--- config.mk ---
export PLATFORM = sky130hd
export DESIGN_NAME = tlb_page_translator_lru
export DESIGN_NICKNAME = d
export VERILOG_FILES = /design/src/rtl/tlbpt_pkg.sv /design/src/rtl/tlbpt_cam.sv /design/src/rtl/tlbpt_page_map.sv /design/src/rtl/tlb_page_translator_lru.sv
export SDC_FILE = /design/constraint.sdc
export NUM_CORES = 1
export LEC_CHECK = 0
export ABC_CLOCK_PERIOD_IN_PS = 5400
export BUFFER_PORTS_ARGS = -buffer_cell sky130_fd_sc_hd__buf_2
export CORE_MARGIN = 3
export CORE_UTILIZATION = 45
export DETAILED_ROUTE_END_ITERATION = 16
export PLACE_DENSITY_LB_ADDON = 0.05
export SETUP_SLACK_MARGIN = 0.1
export SLEW_MARGIN = 15
export SYNTH_ARGS = -nofsm -noshare
export SYNTH_HDL_FRONTEND = slang
export SYNTH_HIERARCHICAL = 1
export SYNTH_SLANG_ARGS = --single-unit
export TNS_END_PERCENT = 5
--- constraint.sdc ---
create_clock -name clk -period 5.4 [get_ports clk]
set_input_delay 0.54 -clock clk [delete_from_list [all_inputs] [get_ports clk]]
set_output_delay 0.54 -clock clk [all_outputs]
set_load 0.01 [all_outputs]
--- src/rtl/tlbpt_pkg.sv ---
// shared constants and types for the page translator
`default_nettype none

package tlbpt_pkg;

    localparam int TLB_ENTRIES = 16;
    localparam int IDX_W       = $clog2(TLB_ENTRIES);
    localparam int PAGE_W      = 8;
    localparam int OFFSET_W    = 8;
    localparam int ADDR_W      = PAGE_W + OFFSET_W;
    localparam int PAGE_COUNT  = 1 << PAGE_W;
    localparam int CNT_W       = 32;

    typedef logic [PAGE_W-1:0] page_t;
    typedef logic [ADDR_W-1:0] addr_t;
    typedef logic [IDX_W-1:0]  idx_t;
    typedef logic [CNT_W-1:0]  cnt_t;

endpackage

`default_nettype wire

--- src/rtl/tlbpt_cam.sv ---
// tlb tag store with parallel compare and true lru recency ages
`default_nettype none

module tlbpt_cam
    import tlbpt_pkg::*;
(
    input  wire logic  clk,
    input  wire logic  rst_n,
    input  wire logic  lookup_en,
    input  wire page_t page,
    output logic       hit
);

    page_t                  tag_reg [TLB_ENTRIES];
    logic [TLB_ENTRIES-1:0] valid_reg;
    idx_t                   age_reg [TLB_ENTRIES];

    logic [TLB_ENTRIES-1:0] match_vec;
    idx_t                   match_idx;
    idx_t                   free_idx;
    idx_t                   lru_idx;
    idx_t                   touch_idx;
    idx_t                   old_age;
    logic                   any_free;

    always_comb
    begin
        match_idx = '0;
        free_idx  = '0;
        lru_idx   = '0;
        for (int i = TLB_ENTRIES - 1; i >= 0; i--)
        begin
            match_vec[i] = valid_reg[i] && (tag_reg[i] == page);
            if (match_vec[i])
            begin
                match_idx = idx_t'(i);
            end
            if (!valid_reg[i])
            begin
                free_idx = idx_t'(i);
            end
            if (age_reg[i] == idx_t'(TLB_ENTRIES - 1))
            begin
                lru_idx = idx_t'(i);
            end
        end
        hit       = |match_vec;
        any_free  = ~&valid_reg;
        touch_idx = hit ? match_idx : (any_free ? free_idx : lru_idx);
        old_age   = age_reg[touch_idx];
    end

    always_ff @(posedge clk or negedge rst_n)
    begin
        if (!rst_n)
        begin
            valid_reg <= '0;
            for (int i = 0; i < TLB_ENTRIES; i++)
            begin
                age_reg[i] <= idx_t'(i);
            end
        end
        else if (lookup_en)
        begin
            if (!hit)
            begin
                valid_reg[touch_idx] <= 1'b1;
            end
            for (int i = 0; i < TLB_ENTRIES; i++)
            begin
                if (idx_t'(i) == touch_idx)
                begin
                    age_reg[i] <= '0;
                end
                else if (age_reg[i] < old_age)
                begin
                    age_reg[i] <= age_reg[i] + idx_t'(1);
                end
            end
        end
    end

    always_ff @(posedge clk)
    begin
        if (lookup_en && !hit)
        begin
            tag_reg[touch_idx] <= page;
        end
    end

    a_single_match: assert property (@(posedge clk) disable iff (!rst_n)
        $onehot0(match_vec))
        else $error("page matched more than one tlb entry");

    a_touched_valid: assert property (@(posedge clk) disable iff (!rst_n)
        lookup_en |=> valid_reg[$past(touch_idx)])
        else $error("touched entry not valid after lookup");

    a_touched_youngest: assert property (@(posedge clk) disable iff (!rst_n)
        lookup_en |=> age_reg[$past(touch_idx)] == '0)
        else $error("touched entry not most recent");

endmodule

`default_nettype wire

--- src/rtl/tlbpt_page_map.sv ---
// per-page loaded bitmap and fault detection
`default_nettype none

module tlbpt_page_map
    import tlbpt_pkg::*;
(
    input  wire logic  clk,
    input  wire logic  rst_n,
    input  wire logic  miss_en,
    input  wire page_t page,
    output logic       fault
);

    logic [PAGE_COUNT-1:0] loaded_reg;

    assign fault = miss_en && !loaded_reg[page];

    always_ff @(posedge clk or negedge rst_n)
    begin
        if (!rst_n)
        begin
            loaded_reg <= '0;
        end
        else if (miss_en)
        begin
            loaded_reg[page] <= 1'b1;
        end
    end

    a_marked_loaded: assert property (@(posedge clk) disable iff (!rst_n)
        miss_en |=> loaded_reg[$past(page)])
        else $error("missed page not marked loaded");

endmodule

`default_nettype wire

--- src/rtl/tlb_page_translator_lru.sv ---
// top level of the fully associative tlb with lru replacement
//
// input channel: in_valid / in_stall carry one logical address word; the
// word is taken at a rising edge with in_valid high and in_stall low.
// output channel: out_valid / out_stall carry one result word per input:
// physical address, page number, hit and fault flags and the running
// hit and fault totals (32 bits, wrapping).
// path: the input word is held in the input register, then tag compare,
// bitmap check and lru update feed the result register, which raises out_valid.
// throughput: one word per cycle while out_stall does not hold a pending
// result, set by the parallel tag compare and age update over all tlb entries.
// reset: all tlb entries invalid, ages ordered by entry index, the loaded
// bitmap and both totals cleared; no sweep, the block takes words at once.
// stall: while out_stall holds a pending result, the result register and
// input register hold, and in_stall rises once the input register is full;
// no word is dropped or repeated.
`default_nettype none

module tlb_page_translator_lru
    import tlbpt_pkg::*;
(
    input  wire logic  clk,
    input  wire logic  rst_n,
    input  wire logic  in_valid,
    output logic       in_stall,
    input  wire addr_t vaddr,
    output logic       out_valid,
    input  wire logic  out_stall,
    output addr_t      paddr,
    output page_t      vpage,
    output logic       tlb_hit,
    output logic       page_fault,
    output cnt_t       hit_total,
    output cnt_t       fault_total
);

    logic  s1_valid_reg;
    addr_t s1_addr_reg;

    logic  out_valid_reg;
    addr_t phys_reg;
    page_t page_reg;
    logic  hit_reg;
    logic  fault_reg;
    cnt_t  hit_cnt_reg;
    cnt_t  fault_cnt_reg;
    cnt_t  hit_cnt_next;
    cnt_t  fault_cnt_next;

    logic  out_take;
    logic  s1_adv;
    page_t s1_page;
    logic  lookup_hit;
    logic  miss_fault;

    assign out_take = !out_valid_reg || !out_stall;
    assign s1_adv   = s1_valid_reg && out_take;
    assign in_stall = s1_valid_reg && !out_take;
    assign s1_page  = s1_addr_reg[ADDR_W-1:OFFSET_W];

    tlbpt_cam u_cam (
        .clk       (clk),
        .rst_n     (rst_n),
        .lookup_en (s1_adv),
        .page      (s1_page),
        .hit       (lookup_hit)
    );

    tlbpt_page_map u_page_map (
        .clk     (clk),
        .rst_n   (rst_n),
        .miss_en (s1_adv && !lookup_hit),
        .page    (s1_page),
        .fault   (miss_fault)
    );

    assign hit_cnt_next   = hit_cnt_reg + cnt_t'(lookup_hit);
    assign fault_cnt_next = fault_cnt_reg + cnt_t'(miss_fault);

    always_ff @(posedge clk or negedge rst_n)
    begin
        if (!rst_n)
        begin
            s1_valid_reg  <= 1'b0;
            out_valid_reg <= 1'b0;
            hit_cnt_reg   <= '0;
            fault_cnt_reg <= '0;
        end
        else
        begin
            if (in_valid && !in_stall)
            begin
                s1_valid_reg <= 1'b1;
            end
            else if (s1_adv)
            begin
                s1_valid_reg <= 1'b0;
            end
            if (out_take)
            begin
                out_valid_reg <= s1_valid_reg;
            end
            if (s1_adv)
            begin
                hit_cnt_reg   <= hit_cnt_next;
                fault_cnt_reg <= fault_cnt_next;
            end
        end
    end

    always_ff @(posedge clk)
    begin
        if (in_valid && !in_stall)
        begin
            s1_addr_reg <= vaddr;
        end
        if (s1_adv)
        begin
            phys_reg  <= {s1_page, s1_addr_reg[OFFSET_W-1:0]};
            page_reg  <= s1_page;
            hit_reg   <= lookup_hit;
            fault_reg <= miss_fault;
        end
    end

    assign out_valid   = out_valid_reg;
    assign paddr       = phys_reg;
    assign vpage       = page_reg;
    assign tlb_hit     = hit_reg;
    assign page_fault  = fault_reg;
    assign hit_total   = hit_cnt_reg;
    assign fault_total = fault_cnt_reg;

    a_hit_no_fault: assert property (@(posedge clk) disable iff (!rst_n)
        out_valid_reg |-> !(hit_reg && fault_reg))
        else $error("hit and fault flagged together");

    a_fault_counted: assert property (@(posedge clk) disable iff (!rst_n)
        s1_adv && miss_fault |=> fault_cnt_reg == $past(fault_cnt_reg) + cnt_t'(1))
        else $error("fault not counted");

endmodule

`default_nettype wire

==> out/results.tsv <==
stage	metric	value	unit
outcome	run status	finished clean	
final_layout	fraction of final layout cells sized beyond drive strength 1	0.2045	
die	starting density of the core	0.4599	
final_layout	Largest register FFs	256	
detailed_routing	violation count after the first detailed-route iteration	1304	
worst_setup_path	critical setup path kind	register to register	
synthesis	total number of yosys warnings	6	
synthesis	dominant cell by count in the synthesized netlist	dfrtp_1	
die	count of boundary I/O pins	112	
final_layout	Layout Nets	2673	
synthesis	Cells after Synth	2406	
synthesis	proportion of synthesized flip-flops having asynchronous set or reset	0.7128	
detailed_routing	first-pass iteration count of the detailed router	5	
synthesis	area share of the leading cell type in the synthesized netlist	0.3299	
global_routing	maximum number of pins on one net before global-route repair	133	
final_layout	post-layout utilization of the core	0.5363	
clocking	maximum buffer depth of the clock tree	3	
clocking	CTS buffer count	66	
sta	highest clock rate	194.8	MHz
sta	period utilization	0.9506	
detailed_routing	Antenna Nets Post-Route	0	
die	CORE AREA	61030	um^2
global_routing	wire length of the first global-routing pass	119700	um
pwr	Lkg Pwr	0.01578	uW
hold_path	worst hold path class	primary input to register	
global_routing	sum of overflow across all layers after global routing	0	
synthesis	synthesized netlist net count	2495	
sta	shortest clock period the worst path allows after layout	5.133	ns
placement	dpl hpwl	51290	um
detailed_routing	number of design rule violations left after detail routing	0	
synthesis	leading post-synthesis cells by cell area	dfrtp_1 33%, edfxtp_1 17%, a21o_1 6.2%, xnor2_1 4.1%, mux4_2 3.8%	
clocking	Root Driver	clkbuf_16	
clocking	clock sinks	564	
pwr	fraction of power consumed by sequential logic	0.286	
synthesis	number of enable-type register cells in the synthesized netlist	162	
sta	clock tree skew after final layout	0.02226	ns
synthesis	top post-synthesis cells by count	370 x dfrtp_1, 233 x a21o_1, 215 x nand2_1	
synthesis	syn avg cell area	11.67	um^2
sta	final count of pins violating max slew	0	
pwr	Power per Cell Area	606.8	nW/um^2
worst_setup_path	gate family responsible for the most delay along the worst path	compound AO/OA/AOI/OAI gates	
placement	total cell area at the placement stage	30130	um^2
placement	Buffers on Ports	111	
worst_setup_path	Buf+Inv Stages, Crit Path	5	
pwr	share of power burned in the clock network	0.236	
clocking	TritonCTS clock tree	yes	
pwr	switching fraction of total power	0.3984	
synthesis	combined area of all synthesized cells	28070	um^2
synthesis	sequential area share after synthesis	0.5331	
worst_setup_path	CP max stage delay	0.42	ns
sta	Max-Slew Margin vs Limit	0.2801	
worst_setup_path	standard cell with the maximum stage delay on the critical path	edfxtp_1	
sta	setup repair after global routing missed its margin	yes	
die	die outline area	65410	um^2
clocking	register clock-pin slew on the reported worst setup and hold paths	0.06	ns
worst_setup_path	Worst Path Required	5.87	ns
synthesis	Main synth FF type	dfrtp_1	
global_routing	aggregate global-route resource usage	0.2302	
final_layout	Layout Cell Area excl Fill	32730	um^2
die	Die Height	255.7	um
detailed_routing	routed len/inst	21.76	um
sta	final setup violation count	0	
die	Die W	255.7	um
synthesis	flops & latches, synth	564	
worst_setup_path	ordered list of cells on the worst path	buf_4 -> xor2_1 -> nor4_1 -> nand4_1 -> and2_2 -> a2111oi_2 -> o31ai_2 -> nand3_2 -> buf_12 -> buf_6 -> mux2_2 -> a21oi_1 -> o21ai_0 -> o21ai_2 -> buf_4 -> buf_6 -> ha_1 -> o21ai_0 -> nand2b_1 -> a21oi_2 -> nand4_1 -> nand2_1 -> nand2_1 -> a32o_1	
worst_setup_path	data arrival time of the worst path	5.60	ns
flow_run	number of max-capacitance violations reported	0	
pwr	worst-case vdd ir drop	0.4325	mV
die	Core Rows	90	
global_routing	antenna violations before repair	0	
worst_setup_path	startpoint class of the critical path	register	
pwr	power share of the combinational group	0.478	
detailed_routing	Via-to-Cell Ratio	5.817	
worst_setup_path	crit path max fanout	29	
worst_setup_path	Critical Path End Type	register	
pwr	internal portion of total power	11950	uW
clocking	H-Tree Level Count	3	
pwr	Psw	7913	uW
sta	slew at the pin with the worst max-slew slack	1.074	ns
synthesis	cell type with the highest aggregate area in the netlist	dfrtp_1	
clocking	worst skew pair latency	0.60	ns
final_layout	number of diodes added for antenna fixing	0	
detailed_routing	total number of vias	20150	
synthesis	number of distinct library cells after synthesis	90	
placement	gp weighted congestion	0.8437	
sta	final number of hold-violating endpoints	0	
detailed_routing	total detailed-routing wirelength	75390	um
final_layout	count of filler cells inserted in the layout	5353	
final_layout	synthesis-to-layout area growth	16.62	%
global_routing	number of global-route vias before repair	20610	
[through the flow]
step | worst slack, ns | cells | TNS, ns | hold WS, ns | total power [uW]
2_1_floorplan | 0.1268 | 2406 | 0 | 0.2444 | 11820
3_3_place_gp | 0.1055 | 3337 | 0 | 0.4005 | 14330
3_5_place_dp | -0.05878 | 3337 | -0.1184 | 0.4045 | 14620
4_1_cts | 0.1061 | 3458 | 0 | 0.08315 | 19450
5_1_grt | 0.03661 | 3464 | 0 | 0.07823 | 21260
6_report | 0.2665 | 3464 | 0 | 0.1237 | 19860
[cells in the final DEF (no fill, tap or decap), drive strengths merged, types with 13 or more instances in the layout]
cell type / n
a211oi: 13
a21o: 233
a21oi: 42
a22oi: 22
a31oi: 16
a32o: 13
and2: 38
and3: 37
buf: 236
clkbuf: 98
clkinv: 15
dfrtp: 370
dfstp: 32
edfxtp: 162
ha: 69
inv: 45
mux2i: 46
mux4: 47
nand2: 215
nand2b: 20
nand3: 95
nand4: 91
nor2: 94
nor2b: 16
nor3: 51
nor4: 34
o211ai: 31
o21ai: 51
o21bai: 45
o31ai: 19
or2: 24
xnor2: 130
xor2: 58
[timing repair]
item                                    CTS  global route
endpoints found under the setup margin   22            69
hold buffers                              1             0
hold endpoints to repair                 10             0
pin swaps                                 0            10
gates resized for setup                   7            41
setup buffers                             0             6
[final cells by class]
cell class / instances / area (um^2) / share of cell area
repair buffers: 237 / 1740 / 0.05317
multi-input cells: 1669 / 12510 / 0.3823
inverters: 46 / 173.9 / 0.005313
clock buffers: 98 / 1974 / 0.06032
clock inverters: 22 / 330.3 / 0.01009
flip-flops and latches: 564 / 14960 / 0.4572
well taps: 828 / 1036 / 0.03165
[routing by layer]
metal / track usage / up-vias / part of all wire
met4: 0.08695 / 0 / 0.038
met2: 0.3819 / 493 / 0.48
li1: - / 9263 / -
met5: 0 / - / 0
met1: 0.3076 / 10230 / 0.44
met3: 0.03404 / 161 / 0.041
[cells by family (layout without fill, tap and decap cells)]
family,Yosys count,after routing,share of synthesized area
xor gates and xnor gates,188,188,0.05866
muxes,101,101,0.05733
AOI/OAI and AO/OA,561,561,0.1478
adders and majority gates,69,69,0.03076
and+or+nand+nor,750,750,0.1416
DFF,564,564,0.5331
buffers and inverters,173,403,0.03067
[worst reg2reg max path, cell delays in order, from the launching register on]
cell and delay (ns):
edfxtp_1 0.42, buf_4 0.23, xor2_1 0.18, nor4_1 0.38, nand4_1 0.16, and2_2 0.25
a2111oi_2 0.34, o31ai_2 0.16, nand3_2 0.12, buf_12 0.19, buf_6 0.19, mux2_2 0.35
a21oi_1 0.22, o21ai_0 0.13, o21ai_2 0.17, buf_4 0.17, buf_6 0.12, ha_1 0.22
o21ai_0 0.19, nand2b_1 0.10, a21oi_2 0.20, nand4_1 0.15, nand2_1 0.10, nand2_1 0.06
a32o_1 0.22
[final timing paths]
path	startpoint	end	slack [ns]	cells past startpoint
setup / recovery	s1_addr_reg[11]	u_cam/age_reg[51]	0.27	24
hold / removal	vaddr[9]	s1_addr_reg[9]	0.12	1
setup reg to reg	s1_addr_reg[11]	u_cam/age_reg[51]	0.27	24
hold reg to reg	s1_addr_reg[6]	paddr[6]	0.42	0
max in group asynchronous	rst_n	hit_total[18]	3.56	3
min in group asynchronous	rst_n	u_cam/valid_reg[14]	0.51	2
[power groups by stage]
| stage | clock [uW] | sequential, uW | combinational [uW] |
|---|---|---|---|
| final | 4690 | 5690 | 9490 |
| after CTS | 4820 | 5680 | 8960 |
| after global routing | 4990 | 5770 | 10500 |
| after global placement | 0 | 5730 | 8600 |
| after detailed placement | 0 | 5750 | 8870 |
| after floorplan | 0 | 5570 | 6250 |
(Power assumes the default switching activity.)
